## config.mk

```make
export PLATFORM = sky130hd
export DESIGN_NAME = header_card_classifier_unit_flat
export DESIGN_NICKNAME = d
export VERILOG_FILES = /design/src/rtl/hcc_pkg.sv /design/src/rtl/hcc_if.sv /design/src/rtl/header_card_classifier_unit.sv /design/src/rtl/hcc_scanner.sv /design/src/rtl/hcc_builder.sv /design/src/flat_wrapper.sv
export SDC_FILE = /design/constraint.sdc
export NUM_CORES = 1
export LEC_CHECK = 0
export ABC_AREA = 1
export ABC_CLOCK_PERIOD_IN_PS = 8810
export BUFFER_PORTS_ARGS = -buffer_cell sky130_fd_sc_hd__buf_4
export CORE_MARGIN = 2
export CORE_UTILIZATION = 59
export CTS_BUF_LIST = sky130_fd_sc_hd__clkbuf_8
export CTS_CLUSTER_DIAMETER = 30
export DETAILED_ROUTE_END_ITERATION = 12
export GPL_TIMING_DRIVEN = 0
export PLACE_DENSITY = 0.84
export SLEW_MARGIN = 40
export SYNTH_ARGS = -nofsm -noshare
export SYNTH_HDL_FRONTEND = slang
export SYNTH_HIERARCHICAL = 1
export SYNTH_SLANG_ARGS = --single-unit
```

## constraint.sdc

```tcl
create_clock -name clk -period 8.81 [get_ports clk]
set_clock_uncertainty 0.05 [all_clocks]
set_input_delay 1.3215 -clock clk [delete_from_list [all_inputs] [get_ports clk]]
set_output_delay 1.3215 -clock clk [all_outputs]
set_load 0.005 [all_outputs]
```

## src/rtl/hcc_pkg.sv

```systemverilog
`timescale 1ns / 1ps
// ----------------------------------------------------------------------------
// hcc_pkg
// Shared types, codes and character helpers for the header card classifier.
// ----------------------------------------------------------------------------
package hcc_pkg;

	localparam int CARD_BYTES  = 80;
	localparam int COL_W       = $clog2(CARD_BYTES);
	localparam int BOOL_COLUMN = 29;
	localparam logic [COL_W-1:0] CARD_LAST = COL_W'(CARD_BYTES - 1);
	localparam logic [COL_W-1:0] EQ_COLUMN = COL_W'(8);

	localparam logic [7:0] CH_BLANK = 8'h20;
	localparam logic [7:0] CH_EQ    = "=";
	localparam logic [7:0] CH_SLASH = "/";
	localparam logic [7:0] CH_PLUS  = "+";
	localparam logic [7:0] CH_MINUS = "-";
	localparam logic [7:0] CH_QUOTE = 8'h27;
	localparam logic [7:0] CH_T     = "T";
	localparam logic [7:0] CH_F     = "F";
	localparam logic [7:0] CH_DOT   = ".";
	localparam logic [7:0] CASE_BIT = 8'h20;

	localparam logic [63:0] NAME_SIMPLE   = "SIMPLE  ";
	localparam logic [63:0] NAME_XTENSION = "XTENSION";
	localparam logic [63:0] NAME_BITPIX   = "BITPIX  ";
	localparam logic [63:0] NAME_NAXIS    = "NAXIS   ";
	localparam logic [63:0] NAME_PCOUNT   = "PCOUNT  ";
	localparam logic [63:0] NAME_GCOUNT   = "GCOUNT  ";
	localparam logic [63:0] NAME_END      = "END     ";
	localparam logic [63:0] NAME_HISTORY  = "history ";
	localparam logic [63:0] NAME_COMMENT  = "comment ";
	localparam logic [63:0] NAME_BLANK    = "        ";
	localparam logic [39:0] NAXIS_STEM    = "NAXIS";

	typedef enum logic [2:0] {
		KIND_STRING,
		KIND_BOOL,
		KIND_NUMBER,
		KIND_NONE,
		KIND_CORRUPT,
		KIND_COMMENT,
		KIND_END
	} kind_t;

	typedef enum logic [3:0] {
		KW_OTHER,
		KW_SIMPLE,
		KW_XTENSION,
		KW_BITPIX,
		KW_NAXIS,
		KW_NAXISN,
		KW_PCOUNT,
		KW_GCOUNT,
		KW_END
	} kw_t;

	typedef enum logic [2:0] {
		DP_PRE,
		DP_NEEDDIG,
		DP_DIG,
		DP_OK,
		DP_FAIL
	} dphase_t;

	typedef enum logic [1:0] {
		HP_DIG,
		HP_TAIL,
		HP_DONE
	} hphase_t;

	typedef struct packed {
		logic [63:0]      name;
		logic             eq;
		logic             found;
		logic             hchk;
		logic             ishex;
		logic             djact;
		logic             djunk;
		logic             hneg;
		logic             hjunk;
		dphase_t          dphase;
		hphase_t          hphase;
		logic [7:0]       fvb;
		logic [COL_W-1:0] vcol;
		logic             neg;
		logic [31:0]      dacc;
		logic [31:0]      hacc;
	} card_state_t;

	typedef struct packed {
		kind_t       card_kind;
		kw_t         keyword_code;
		logic [9:0]  axis_index;
		logic        bool_value;
		logic [31:0] int_value;
		logic        int_was_hex;
		logic        int_error;
		logic        junk_after_value;
		logic        bool_wrong_column;
		logic        name_blank;
	} result_t;

	function automatic logic is_digit(input logic [7:0] b);
		return (b >= "0") && (b <= "9");
	endfunction

	function automatic logic is_space(input logic [7:0] b);
		return (b == CH_BLANK) || ((b >= 8'h09) && (b <= 8'h0D));
	endfunction

	function automatic logic [7:0] fold(input logic [7:0] b);
		return ((b >= "A") && (b <= "Z")) ? (b | CASE_BIT) : b;
	endfunction

endpackage

```

## src/rtl/hcc_if.sv

```systemverilog
`timescale 1ns / 1ps
// ----------------------------------------------------------------------------
// hcc_if
// Stream channels: card bytes in, one classification result per card out.
// ----------------------------------------------------------------------------
interface hcc_byte_if;
	logic       valid;
	logic       ready;
	logic [7:0] card_byte;

	modport source(output valid, output card_byte, input ready);
	modport sink(input valid, input card_byte, output ready);
endinterface

interface hcc_result_if;
	logic               valid;
	logic               ready;
	logic [2:0]         card_kind;
	logic [3:0]         keyword_code;
	logic [9:0]         axis_index;
	logic               bool_value;
	logic signed [31:0] int_value;
	logic               int_was_hex;
	logic               int_error;
	logic               junk_after_value;
	logic               bool_wrong_column;
	logic               name_blank;

	modport source(output valid, output card_kind, output keyword_code, output axis_index,
		output bool_value, output int_value, output int_was_hex, output int_error,
		output junk_after_value, output bool_wrong_column, output name_blank, input ready);
	modport sink(input valid, input card_kind, input keyword_code, input axis_index,
		input bool_value, input int_value, input int_was_hex, input int_error,
		input junk_after_value, input bool_wrong_column, input name_blank, output ready);
endinterface

```

## src/rtl/header_card_classifier_unit.sv

```systemverilog
`timescale 1ns / 1ps
// ----------------------------------------------------------------------------
// header_card_classifier_unit
// Classifies 80-byte header cards streamed one byte per transfer.
// ----------------------------------------------------------------------------
// Channels: stream (sink) takes raw card bytes, one per transfer; result
// (source) gives one transfer per card. Both use valid/ready; a transfer
// happens on a rising edge with valid and ready high. The column within the
// card is counted internally, starting at zero after reset.
// Pipeline: input register, card scanner (state plus a one-card snapshot
// register), result builder into the output register. A card's final state
// fills the snapshot register, and its result then the output register.
// Throughput: one byte per cycle, set by the scanner update, unless stalled.
// Reset clears the column, the card state and all valid flags.
// Receiver stall: the output register and the snapshot register each hold
// one card, so bytes keep flowing through a full card while the result
// waits; stream.ready drops only when the last byte of a further card
// finds both registers occupied.
// ----------------------------------------------------------------------------
module header_card_classifier_unit (
	input  logic                clk,
	input  logic                arst_n,
	hcc_byte_if.sink            stream,
	hcc_result_if.source        result
);

	logic                 valid_s1;
	logic [7:0]           byte_s1;
	logic                 last;
	logic                 consume;
	logic                 snap_take;
	logic                 snap_valid_s2;
	hcc_pkg::card_state_t snap_s2;
	hcc_pkg::result_t     built;
	logic                 res_valid_q;
	hcc_pkg::result_t     res_q;

	assign snap_take    = snap_valid_s2 && (!res_valid_q || result.ready);
	assign consume      = valid_s1 && !(last && snap_valid_s2 && !snap_take);
	assign stream.ready = !valid_s1 || consume;

	always_ff @(posedge clk or negedge arst_n) begin
		if (!arst_n) begin
			valid_s1 <= 1'b0;
		end else if (stream.ready) begin
			valid_s1 <= stream.valid;
		end
	end

	always_ff @(posedge clk) begin
		if (stream.valid && stream.ready) byte_s1 <= stream.card_byte;
	end

	hcc_scanner u_scanner (
		.clk           (clk),
		.arst_n        (arst_n),
		.step          (consume),
		.card_byte     (byte_s1),
		.last          (last),
		.snap_take     (snap_take),
		.snap_valid_s2 (snap_valid_s2),
		.snap_s2       (snap_s2)
	);

	hcc_builder u_builder (
		.st  (snap_s2),
		.res (built)
	);

	always_ff @(posedge clk or negedge arst_n) begin
		if (!arst_n) begin
			res_valid_q <= 1'b0;
		end else if (snap_take) begin
			res_valid_q <= 1'b1;
		end else if (result.ready) begin
			res_valid_q <= 1'b0;
		end
	end

	always_ff @(posedge clk) begin
		if (snap_take) res_q <= built;
	end

	assign result.valid             = res_valid_q;
	assign result.card_kind         = res_q.card_kind;
	assign result.keyword_code      = res_q.keyword_code;
	assign result.axis_index        = res_q.axis_index;
	assign result.bool_value        = res_q.bool_value;
	assign result.int_value         = $signed(res_q.int_value);
	assign result.int_was_hex       = res_q.int_was_hex;
	assign result.int_error         = res_q.int_error;
	assign result.junk_after_value  = res_q.junk_after_value;
	assign result.bool_wrong_column = res_q.bool_wrong_column;
	assign result.name_blank        = res_q.name_blank;

	a_card_done: assert property (@(posedge clk) disable iff (!arst_n)
		consume && last |=> snap_valid_s2)
		else $error("finished card left no snapshot");

	a_end_kw: assert property (@(posedge clk) disable iff (!arst_n)
		result.valid && result.card_kind == hcc_pkg::KIND_END |->
		result.keyword_code == hcc_pkg::KW_END)
		else $error("end card without END keyword");

	a_int_only_number: assert property (@(posedge clk) disable iff (!arst_n)
		result.valid && result.card_kind != hcc_pkg::KIND_NUMBER |->
		result.int_value == 0 && !result.int_error && !result.int_was_hex)
		else $error("integer fields set on a non-number card");

endmodule

```

## src/rtl/hcc_scanner.sv

```systemverilog
`timescale 1ns / 1ps
// ----------------------------------------------------------------------------
// hcc_scanner
// Per-byte card state: column count, name capture, decimal and hex readers.
// Holds the final state of a finished card in a snapshot register.
// ----------------------------------------------------------------------------
module hcc_scanner (
	input  logic                clk,
	input  logic                arst_n,
	input  logic                step,
	input  logic [7:0]          card_byte,
	output logic                last,
	input  logic                snap_take,
	output logic                snap_valid_s2,
	output hcc_pkg::card_state_t snap_s2
);

	logic [hcc_pkg::COL_W-1:0] col_q;
	hcc_pkg::card_state_t      st_q;
	hcc_pkg::card_state_t      nx;
	logic                      first;
	logic                      feed;
	logic                      hex_tail;
	logic                      dig;
	logic [3:0]                dv;
	logic [7:0]                lc;

	assign last = (col_q == hcc_pkg::CARD_LAST);
	assign dig  = hcc_pkg::is_digit(card_byte);
	assign dv   = card_byte[3:0];
	assign lc   = card_byte | hcc_pkg::CASE_BIT;

	always_comb begin
		nx       = st_q;
		first    = 1'b0;
		feed     = 1'b0;
		hex_tail = 1'b0;
		if (col_q < hcc_pkg::EQ_COLUMN) begin
			nx.name = {st_q.name[55:0], card_byte};
		end else if (col_q == hcc_pkg::EQ_COLUMN) begin
			if (card_byte == hcc_pkg::CH_EQ) nx.eq = 1'b1;
		end else if (st_q.found) begin
			feed = 1'b1;
		end else if (card_byte != hcc_pkg::CH_BLANK) begin
			feed     = 1'b1;
			first    = 1'b1;
			nx.found = 1'b1;
			nx.hchk  = 1'b1;
			nx.fvb   = card_byte;
			nx.vcol  = col_q;
		end

		if (feed) begin
			// token hex detection
			if (nx.hchk) begin
				if (card_byte == hcc_pkg::CH_BLANK || card_byte == hcc_pkg::CH_SLASH)
					nx.hchk = 1'b0;
				else if (lc >= 8'h61)
					nx.ishex = 1'b1;
			end

			// decimal reader and junk scan
			if (first && card_byte == hcc_pkg::CH_PLUS) begin
				nx.djact = 1'b1;
			end else begin
				if (first) nx.djact = 1'b1;
				case (st_q.dphase) inside
					hcc_pkg::DP_PRE: begin
						if (hcc_pkg::is_space(card_byte)) begin
							nx.dphase = hcc_pkg::DP_PRE;
						end else if (card_byte == hcc_pkg::CH_PLUS ||
							card_byte == hcc_pkg::CH_MINUS) begin
							if (card_byte == hcc_pkg::CH_MINUS) nx.neg = 1'b1;
							nx.dphase = hcc_pkg::DP_NEEDDIG;
						end else if (dig) begin
							nx.dacc   = {28'd0, dv};
							nx.dphase = hcc_pkg::DP_DIG;
						end else begin
							nx.dphase = hcc_pkg::DP_FAIL;
						end
					end
					hcc_pkg::DP_NEEDDIG, hcc_pkg::DP_DIG: begin
						if (dig) begin
							nx.dacc = {st_q.dacc[28:0], 3'b000} + {st_q.dacc[30:0], 1'b0}
								+ {28'd0, dv};
							nx.dphase = hcc_pkg::DP_DIG;
						end else begin
							nx.dphase = (st_q.dphase == hcc_pkg::DP_DIG) ?
								hcc_pkg::DP_OK : hcc_pkg::DP_FAIL;
						end
					end
					default: begin
						nx.dphase = st_q.dphase;
					end
				endcase
				if (nx.djact && !(dig || card_byte == hcc_pkg::CH_BLANK ||
					card_byte == hcc_pkg::CH_MINUS)) begin
					nx.djact = 1'b0;
					if (card_byte != hcc_pkg::CH_SLASH) nx.djunk = 1'b1;
				end
			end

			// hex reader
			if (first && (card_byte == hcc_pkg::CH_PLUS || card_byte == hcc_pkg::CH_MINUS)) begin
				if (card_byte == hcc_pkg::CH_MINUS) nx.hneg = 1'b1;
			end else begin
				if (st_q.hphase == hcc_pkg::HP_DIG) begin
					if (dig) begin
						nx.hacc = {st_q.hacc[27:0], dv};
					end else if (lc >= "a" && lc <= "f") begin
						nx.hacc = {st_q.hacc[27:0], 4'(lc - 8'h57)};
					end else begin
						nx.hphase = hcc_pkg::HP_TAIL;
						hex_tail  = 1'b1;
					end
				end
				if ((st_q.hphase == hcc_pkg::HP_TAIL || hex_tail) &&
					card_byte != hcc_pkg::CH_BLANK) begin
					nx.hphase = hcc_pkg::HP_DONE;
					if (card_byte != hcc_pkg::CH_SLASH) nx.hjunk = 1'b1;
				end
			end
		end
	end

	always_ff @(posedge clk or negedge arst_n) begin
		if (!arst_n) begin
			col_q         <= '0;
			st_q          <= '0;
			snap_valid_s2 <= 1'b0;
		end else begin
			if (step) begin
				if (last) begin
					col_q <= '0;
					st_q  <= '0;
				end else begin
					col_q <= col_q + 1'b1;
					st_q  <= nx;
				end
			end
			if (step && last) snap_valid_s2 <= 1'b1;
			else if (snap_take) snap_valid_s2 <= 1'b0;
		end
	end

	always_ff @(posedge clk) begin
		if (step && last) snap_s2 <= nx;
	end

endmodule

```

## src/rtl/hcc_builder.sv

```systemverilog
`timescale 1ns / 1ps
// ----------------------------------------------------------------------------
// hcc_builder
// Turns the final state of a card into its result: kind, keyword, values.
// ----------------------------------------------------------------------------
module hcc_builder (
	input  hcc_pkg::card_state_t st,
	output hcc_pkg::result_t     res
);

	logic [7:0]  b5, b6, b7;
	logic [9:0]  d0, d1, d2;
	logic [9:0]  axis;
	logic        naxn;
	logic [63:0] folded;
	hcc_pkg::kw_t   code;
	hcc_pkg::kind_t kind;
	hcc_pkg::kind_t vkind;

	assign b5 = st.name[23:16];
	assign b6 = st.name[15:8];
	assign b7 = st.name[7:0];
	assign d0 = {6'd0, b5[3:0]};
	assign d1 = {6'd0, b6[3:0]};
	assign d2 = {6'd0, b7[3:0]};

	always_comb begin
		for (int i = 0; i < 8; i++) folded[8*i +: 8] = hcc_pkg::fold(st.name[8*i +: 8]);
	end

	always_comb begin
		naxn = 1'b0;
		axis = '0;
		if (st.name[63:24] == hcc_pkg::NAXIS_STEM && b5 >= "1" && b5 <= "9") begin
			if (b6 == hcc_pkg::CH_BLANK && b7 == hcc_pkg::CH_BLANK) begin
				naxn = 1'b1;
				axis = d0;
			end else if (hcc_pkg::is_digit(b6) && b7 == hcc_pkg::CH_BLANK) begin
				naxn = 1'b1;
				axis = 10'(d0 * 10'd10) + d1;
			end else if (hcc_pkg::is_digit(b6) && hcc_pkg::is_digit(b7)) begin
				naxn = 1'b1;
				axis = 10'(d0 * 10'd100) + 10'(d1 * 10'd10) + d2;
			end
		end
	end

	always_comb begin
		if (st.name == hcc_pkg::NAME_SIMPLE)        code = hcc_pkg::KW_SIMPLE;
		else if (st.name == hcc_pkg::NAME_XTENSION) code = hcc_pkg::KW_XTENSION;
		else if (st.name == hcc_pkg::NAME_BITPIX)   code = hcc_pkg::KW_BITPIX;
		else if (st.name == hcc_pkg::NAME_NAXIS)    code = hcc_pkg::KW_NAXIS;
		else if (st.name == hcc_pkg::NAME_PCOUNT)   code = hcc_pkg::KW_PCOUNT;
		else if (st.name == hcc_pkg::NAME_GCOUNT)   code = hcc_pkg::KW_GCOUNT;
		else if (st.name == hcc_pkg::NAME_END)      code = hcc_pkg::KW_END;
		else if (naxn)                              code = hcc_pkg::KW_NAXISN;
		else                                        code = hcc_pkg::KW_OTHER;
	end

	always_comb begin
		if (!st.found || st.fvb == hcc_pkg::CH_SLASH)
			vkind = hcc_pkg::KIND_NONE;
		else if (st.fvb == hcc_pkg::CH_QUOTE)
			vkind = hcc_pkg::KIND_STRING;
		else if (st.fvb == hcc_pkg::CH_T)
			vkind = hcc_pkg::KIND_BOOL;
		else if (st.fvb == hcc_pkg::CH_F && st.vcol == hcc_pkg::COL_W'(hcc_pkg::BOOL_COLUMN))
			vkind = hcc_pkg::KIND_BOOL;
		else if ((st.fvb >= "A" && st.fvb <= "F") || (st.fvb >= "a" && st.fvb <= "f") ||
			st.fvb == hcc_pkg::CH_PLUS || st.fvb == hcc_pkg::CH_MINUS ||
			st.fvb == hcc_pkg::CH_DOT || hcc_pkg::is_digit(st.fvb))
			vkind = hcc_pkg::KIND_NUMBER;
		else
			vkind = hcc_pkg::KIND_CORRUPT;

		if (code == hcc_pkg::KW_END)
			kind = hcc_pkg::KIND_END;
		else if (!st.eq || folded == hcc_pkg::NAME_HISTORY || folded == hcc_pkg::NAME_COMMENT)
			kind = hcc_pkg::KIND_COMMENT;
		else
			kind = vkind;
	end

	always_comb begin
		res              = '0;
		res.card_kind    = kind;
		res.keyword_code = code;
		res.axis_index   = axis;
		if (kind <= hcc_pkg::KIND_CORRUPT)
			res.name_blank = (st.name == hcc_pkg::NAME_BLANK);
		if (kind == hcc_pkg::KIND_BOOL && st.fvb == hcc_pkg::CH_T) begin
			res.bool_value        = 1'b1;
			res.bool_wrong_column = (st.vcol != hcc_pkg::COL_W'(hcc_pkg::BOOL_COLUMN));
		end
		if (kind == hcc_pkg::KIND_NUMBER) begin
			if (st.ishex) begin
				res.int_value        = st.hneg ? (32'd0 - st.hacc) : st.hacc;
				res.int_was_hex      = 1'b1;
				res.junk_after_value = st.hjunk;
			end else if (st.dphase == hcc_pkg::DP_DIG || st.dphase == hcc_pkg::DP_OK) begin
				res.int_value        = st.neg ? (32'd0 - st.dacc) : st.dacc;
				res.junk_after_value = st.djunk;
			end else begin
				res.int_error = 1'b1;
			end
		end
	end

endmodule

```

## src/flat_wrapper.sv

```systemverilog
// flat-port wrapper written by rule: the top's interface ports become plain ports
module header_card_classifier_unit_flat 
  (clk, arst_n, stream_valid, stream_card_byte, stream_ready, result_valid, result_card_kind, result_keyword_code, result_axis_index, result_bool_value, result_int_value, result_int_was_hex, result_int_error, result_junk_after_value, result_bool_wrong_column, result_name_blank, result_ready);
  hcc_byte_if stream_i ();
  hcc_result_if result_i ();
  input  logic clk;
  input  logic arst_n;
  input wire logic [$bits(stream_i.valid)-1:0] stream_valid;
  input wire logic [$bits(stream_i.card_byte)-1:0] stream_card_byte;
  output wire logic [$bits(stream_i.ready)-1:0] stream_ready;
  output wire logic [$bits(result_i.valid)-1:0] result_valid;
  output wire logic [$bits(result_i.card_kind)-1:0] result_card_kind;
  output wire logic [$bits(result_i.keyword_code)-1:0] result_keyword_code;
  output wire logic [$bits(result_i.axis_index)-1:0] result_axis_index;
  output wire logic [$bits(result_i.bool_value)-1:0] result_bool_value;
  output wire logic [$bits(result_i.int_value)-1:0] result_int_value;
  output wire logic [$bits(result_i.int_was_hex)-1:0] result_int_was_hex;
  output wire logic [$bits(result_i.int_error)-1:0] result_int_error;
  output wire logic [$bits(result_i.junk_after_value)-1:0] result_junk_after_value;
  output wire logic [$bits(result_i.bool_wrong_column)-1:0] result_bool_wrong_column;
  output wire logic [$bits(result_i.name_blank)-1:0] result_name_blank;
  input wire logic [$bits(result_i.ready)-1:0] result_ready;
  assign stream_i.valid = stream_valid;
  assign stream_i.card_byte = stream_card_byte;
  assign stream_ready = stream_i.ready;
  assign result_valid = result_i.valid;
  assign result_card_kind = result_i.card_kind;
  assign result_keyword_code = result_i.keyword_code;
  assign result_axis_index = result_i.axis_index;
  assign result_bool_value = result_i.bool_value;
  assign result_int_value = result_i.int_value;
  assign result_int_was_hex = result_i.int_was_hex;
  assign result_int_error = result_i.int_error;
  assign result_junk_after_value = result_i.junk_after_value;
  assign result_bool_wrong_column = result_i.bool_wrong_column;
  assign result_name_blank = result_i.name_blank;
  assign result_i.ready = result_ready;
  header_card_classifier_unit u_core (.clk(clk), .arst_n(arst_n), .stream(stream_i), .result(result_i));
endmodule
```

# Yosys cells after proc, flatten, opt, wreduce, memory -nomap -nowiden
# Index checks and enable logic that the tools add are counted.
# Widths: inputs -> output; s select.
# totals
ff_bits	383
# op_classes
n_lt_le_gt_ge	36
addsub	9
eq_ne	42
n_mul	3
bitwise_logic	2
muxes	113
n_reduce_logical	68
# ops
cell	count
$eq 64x63->1 const B	9
$mux 32	13
$mux 157	1
$eq 8x6->1 const B	12
$ge 8x7->1 const B	11
$le 8x7->1 const B	11
$mux 33	2
$mux 65	1
$eq 64x62->1 const B	1
$mux 64	1
$sub 1x32->32 const A	2
$mux 15	4
$mux 3	17
$mux 6	8
$mux 1	44
$eq 40x39->1 const B	1
$ge 8x6->1 const B	5
$le 8x6->1 const B	5
$logic_and 1x1->1	33
$add 32x32->32	1
$add 32x4->32	1
$mux 4	8
$mux 10	2
$mux 2	10
other kinds (35)	70

# Depth between registers and ports, before layout
# depth
word_depth	20
ltp_mapped	18
depth_no_buf	18

# Cells and area by module
# Netlist, hierarchy kept.
# modules_own_cells
module	n_inst	cells_each	area_per_inst_um2
hcc_scanner	1	1852	16349.4
hcc_builder	1	1027	5303.8
header_card_classifier_unit	1	78	2009.4

# Least setup slack after synthesis
# No wires, ideal clock.
# synth_timing
kind	in2reg
from	input port result_ready
to	register u_core/u_scanner/st_q[89] in the netlist's numbering
n_path_buf	2
t_arrival_ps	10080
cell_stages	8
path_slack_ps	-1449
required_ps	8631
cell_sequence	nor2_4 a21boi_0 clkbuf_1 inv_1 clkbuf_1 nor2_1 inv_1 o211a_1
# synth_via
elab_chain_len	6
# synth_rtl
item	line	source
start: declaration	flat_wrapper.sv:22	input wire logic [$bits(result_i.ready)-1:0] result_ready;
$logic_or 1x1->1	header_card_classifier_unit.sv:38	assign snap_take = snap_valid_s2 && (!res_valid_q || result.ready);
$logic_and 1x1->1	header_card_classifier_unit.sv:38	
$logic_not 1->1	header_card_classifier_unit.sv:39	assign consume = valid_s1 && !(last && snap_valid_s2 && !snap_take);
$logic_and 1x1->1	header_card_classifier_unit.sv:39	
$logic_not 1->1	header_card_classifier_unit.sv:39	
$logic_and 1x1->1	header_card_classifier_unit.sv:39	
named net u_core.consume	header_card_classifier_unit.sv:30	logic consume;
end signal: assignment	hcc_scanner.sv:138	st_q <= nx;
end: declaration	hcc_scanner.sv:19	hcc_pkg::card_state_t st_q;
# The timed path passes the listed nets, and every way through them passes these cells.
# A chain may end at the register's enable or synchronous reset.

# Final worst setup path
# layout_timing
from	register u_core/u_scanner/col_q[0] in the netlist's numbering
to	register, netlist name u_core/u_scanner/snap_s2[29]
# layout_via
elab_chain_len	6
# layout_rtl
item	line	source
start: declaration	hcc_scanner.sv:18	logic [hcc_pkg::COL_W-1:0] col_q;
start signal: assignment	hcc_scanner.sv:137	col_q <= col_q + 1'b1;
$eq 7x7->1	hcc_scanner.sv:28	assign last = (col_q == hcc_pkg::CARD_LAST);
named net u_core.last	header_card_classifier_unit.sv:29	logic last;
$logic_and 1x1->1 (2 in a row)	header_card_classifier_unit.sv:39	
$logic_not 1->1	header_card_classifier_unit.sv:39	
$logic_and 1x1->1	header_card_classifier_unit.sv:39	
named net u_core.consume	header_card_classifier_unit.sv:30	
$logic_and 1x1->1	hcc_scanner.sv:147	if (step && last) snap_s2 <= nx;
# The timed path passes the listed nets, and every way through them passes these cells.

==> impl_metrics.ini <==
[clocking]
post-cts-setup-buffers = 0
cts_sinks = 382
clock-root-buffer = clkbuf_8
cts_resized = 0
clock_latency_ns = 0.63
clkTransAtPathRegs_ns = 0.06
numCtsBuffers = 68
clockBufferDepth = 3
cts-htree-levels = 3
cts_tree = done
cts_hold_buf = 0

[detailed_routing]
drtPass1Iterations = 9
drt_iter0_markers = 2258
drc_errors = 0
dr_total_vias = 20900
vias_per_cell = 5.68
routed_wl_mm = 63.8
wl_per_cell_um = 17.4
ant_nets = 0

[floorplanning]
coreArea_mm2 = 0.0395
placementRows = 73
start_util_pct = 59.4
die_x_um = 204
pin_count = 69
die-area_mm2 = 0.0414
die_y_um = 204

[worst_hold_path]
hold_class = flip-flop to flip-flop

[timing]
finalHoldViolCount = 0
fmax_mhz = 257
setup_violations = 0
maxSlewHeadroom_pct = 44.1
rsz0062_at_grt = false
period_minus_slack_ns = 3.89
final-max-slew-violation-count = 0
post-route-period-util_pct = 44.2
worst_pin_slew_ns = 0.838

[status]
status = completed

[power]
power.density_mw_per_mm2 = 230
pwr-share-comb_pct = 28.2
clkPwrFrac_pct = 29.5
p_sw_share_pct = 34.7
p_leak_nw = 12.9
vdd_drop_max_uv = 120
p_int_mw = 3.98
seqPwrFrac_pct = 42.3
switchingPower_mw = 2.11

[global_routing]
globalRoute.totalOverflow = 0
grtUsageTotal_pct = 31.3
grt_pass1_vias = 20200
grt_pass1_wl_mm = 103
antenna_found_initial = 0
grt_max_degree = 75

[final_layout]
insertedDiodeCount = 0
fin_area_mm2 = 0.0264
area_growth_pct = 12.5
layout.nets = 3222
drive_gt1_share_pct = 11.0
n_fill_cell = 3101
instances_no_fill = 3677

[placed_design]
port_buffers = 68
dpl_cell_area_mm2 = 0.0249
placed_cells = 3552
gp_congestion = 0.960
dp_hpwl_mm = 48.8

[worst_setup_path]
cp-end-kind = flip-flop
crit_path_start_kind = flip-flop
critPathMaxFanout = 22
arrival_ns = 4.16
crit_required_ns = 9.08
critPathKind = flip-flop to flip-flop

[logic_synthesis]
synth_nets = 3073
syn_area_per_cell_um2 = 7.97
syn_area_mm2 = 0.0235
synth_warnings = 6
netlist_instances = 2948

[flow_run]
drv_cap = 0
-- per-stage QoR --
stage          hold WS [ns]  worst slack [ns]  power (mW)  setup TNS, ns  util (%)
4_1_cts               0.446              4.86        6.07              0      66.9
3_3_place_gp          0.416             -1.33        4.14         -10.11      62.4
6_report              0.450              4.92        6.09              0      66.9
2_1_floorplan         0.403              1.69        3.72              0         -
3_5_place_dp          0.429              4.40        4.26              0      63.1
5_1_grt               0.472              4.66        6.41              0      66.9
-- layout make-up --
class | count | area (um^2) | area share, %
Timing Repair Buffer | 79 | 771 | 2.91
Clock inverter | 52 | 498 | 1.88
Sequential cell | 382 | 10600 | 40.2
Multi-Input combinational cell | 1933 | 10400 | 39.4
Inverter | 550 | 2070 | 7.82
Tap cell | 525 | 657 | 2.48
Clock buffer | 73 | 1000 | 3.80
Buffer | 83 | 402 | 1.52
-- power groups by stage --
stage                     logic, mW  registers (mW)  clock network (mW)
after floorplan                1.18            2.54                   0
after global placement         1.56            2.59                   0
after detailed placement       1.66            2.59                   0
after CTS                      1.68            2.56                1.82
after global routing           1.91            2.60                1.90
final                          1.72            2.58                1.80
-- worst paths after layout --
check	slack, ns	from	endpoint	cells past startpoint
worst max-delay path	4.92	u_core/u_scanner/col_q[0]$_DFFE_PN0P_	u_core/u_scanner/snap_s2[29]$_DFFE_PP_	14
worst min-delay path	0.45	u_core/u_scanner/st_q[154]$_DFFE_PN0P_	u_core/u_scanner/st_q[154]$_DFFE_PN0P_	2
worst max register to register	4.92	u_core/u_scanner/col_q[0]$_DFFE_PN0P_	u_core/u_scanner/snap_s2[29]$_DFFE_PP_	14
worst min register to register	0.45	u_core/u_scanner/st_q[154]$_DFFE_PN0P_	u_core/u_scanner/st_q[154]$_DFFE_PN0P_	2
max in group asynchronous	7.52	arst_n	u_core/u_scanner/st_q[21]$_DFFE_PN0P_	2
min in group asynchronous	0.50	arst_n	u_core/valid_s1$_DFFE_PN0P_	1
-- routing by layer --
layer	vias up	GRT usage (%)	wire length, um
li1	9950	-	-
met1	9665	44.0	27100
met2	1088	48.2	28300
met3	171	5.67	6170
met4	0	12.6	2220
met5	-	0	0
-- flip-flops by register name, indices dropped and copies added (netlist names), 3 cells and up --
| name | cells |
|---|---|
| u_core/u_scanner/col_q | 7 |
| u_core/result.card_kind | 3 |
| u_core/result.keyword_code | 4 |
| u_core/result.axis_index | 10 |
| u_core/result.int_value | 32 |
| u_core/byte_s1 | 8 |
| u_core/u_scanner/snap_s2 | 152 |
| u_core/u_scanner/st_q | 157 |
-- critical path: stages, from the launching register on --
cell and delay (ns):
dfrtp_1 0.41, ha_1 0.23, nand3_1 0.09, nor3_1 0.10
nand2_1 0.09, inv_1 0.05, a21boi_0 0.15, clkbuf_1 0.53
inv_1 0.13, clkbuf_2 0.34, nor2_4 0.56, buf_16 0.23
buf_16 0.19, buf_16 0.18, buf_8 0.21
-- layout by cell type (no fill, tap or decap), types with 6 or more instances in the layout --
cell	instances
nand2_1	726
inv_1	539
edfxtp_1	215
nor2_1	202
nand3_1	190
dfrtp_1	167
o22ai_1	110
ha_1	104
o21ai_0	90
o21a_1	76
clkbuf_8	73
buf_4	72
a21oi_1	72
clkbuf_1	54
o21ai_1	52
nor3_1	45
nand4_1	41
nor2_2	38
nand2_2	27
xor2_1	24
inv_2	21
buf_2	17
nor4_1	15
nor2_4	12
or2_2	10
nand3b_1	9
xnor2_1	9
fa_1	9
bufinv_16	8
clkinv_1	8
o21ai_2	8
buf_8	7
buf_16	7
clkinvlp_4	6
clkinv_4	6
inv_6	6
clkinv_2	6
o31ai_1	6
Note: power is estimated with default switching activity, not from simulation.
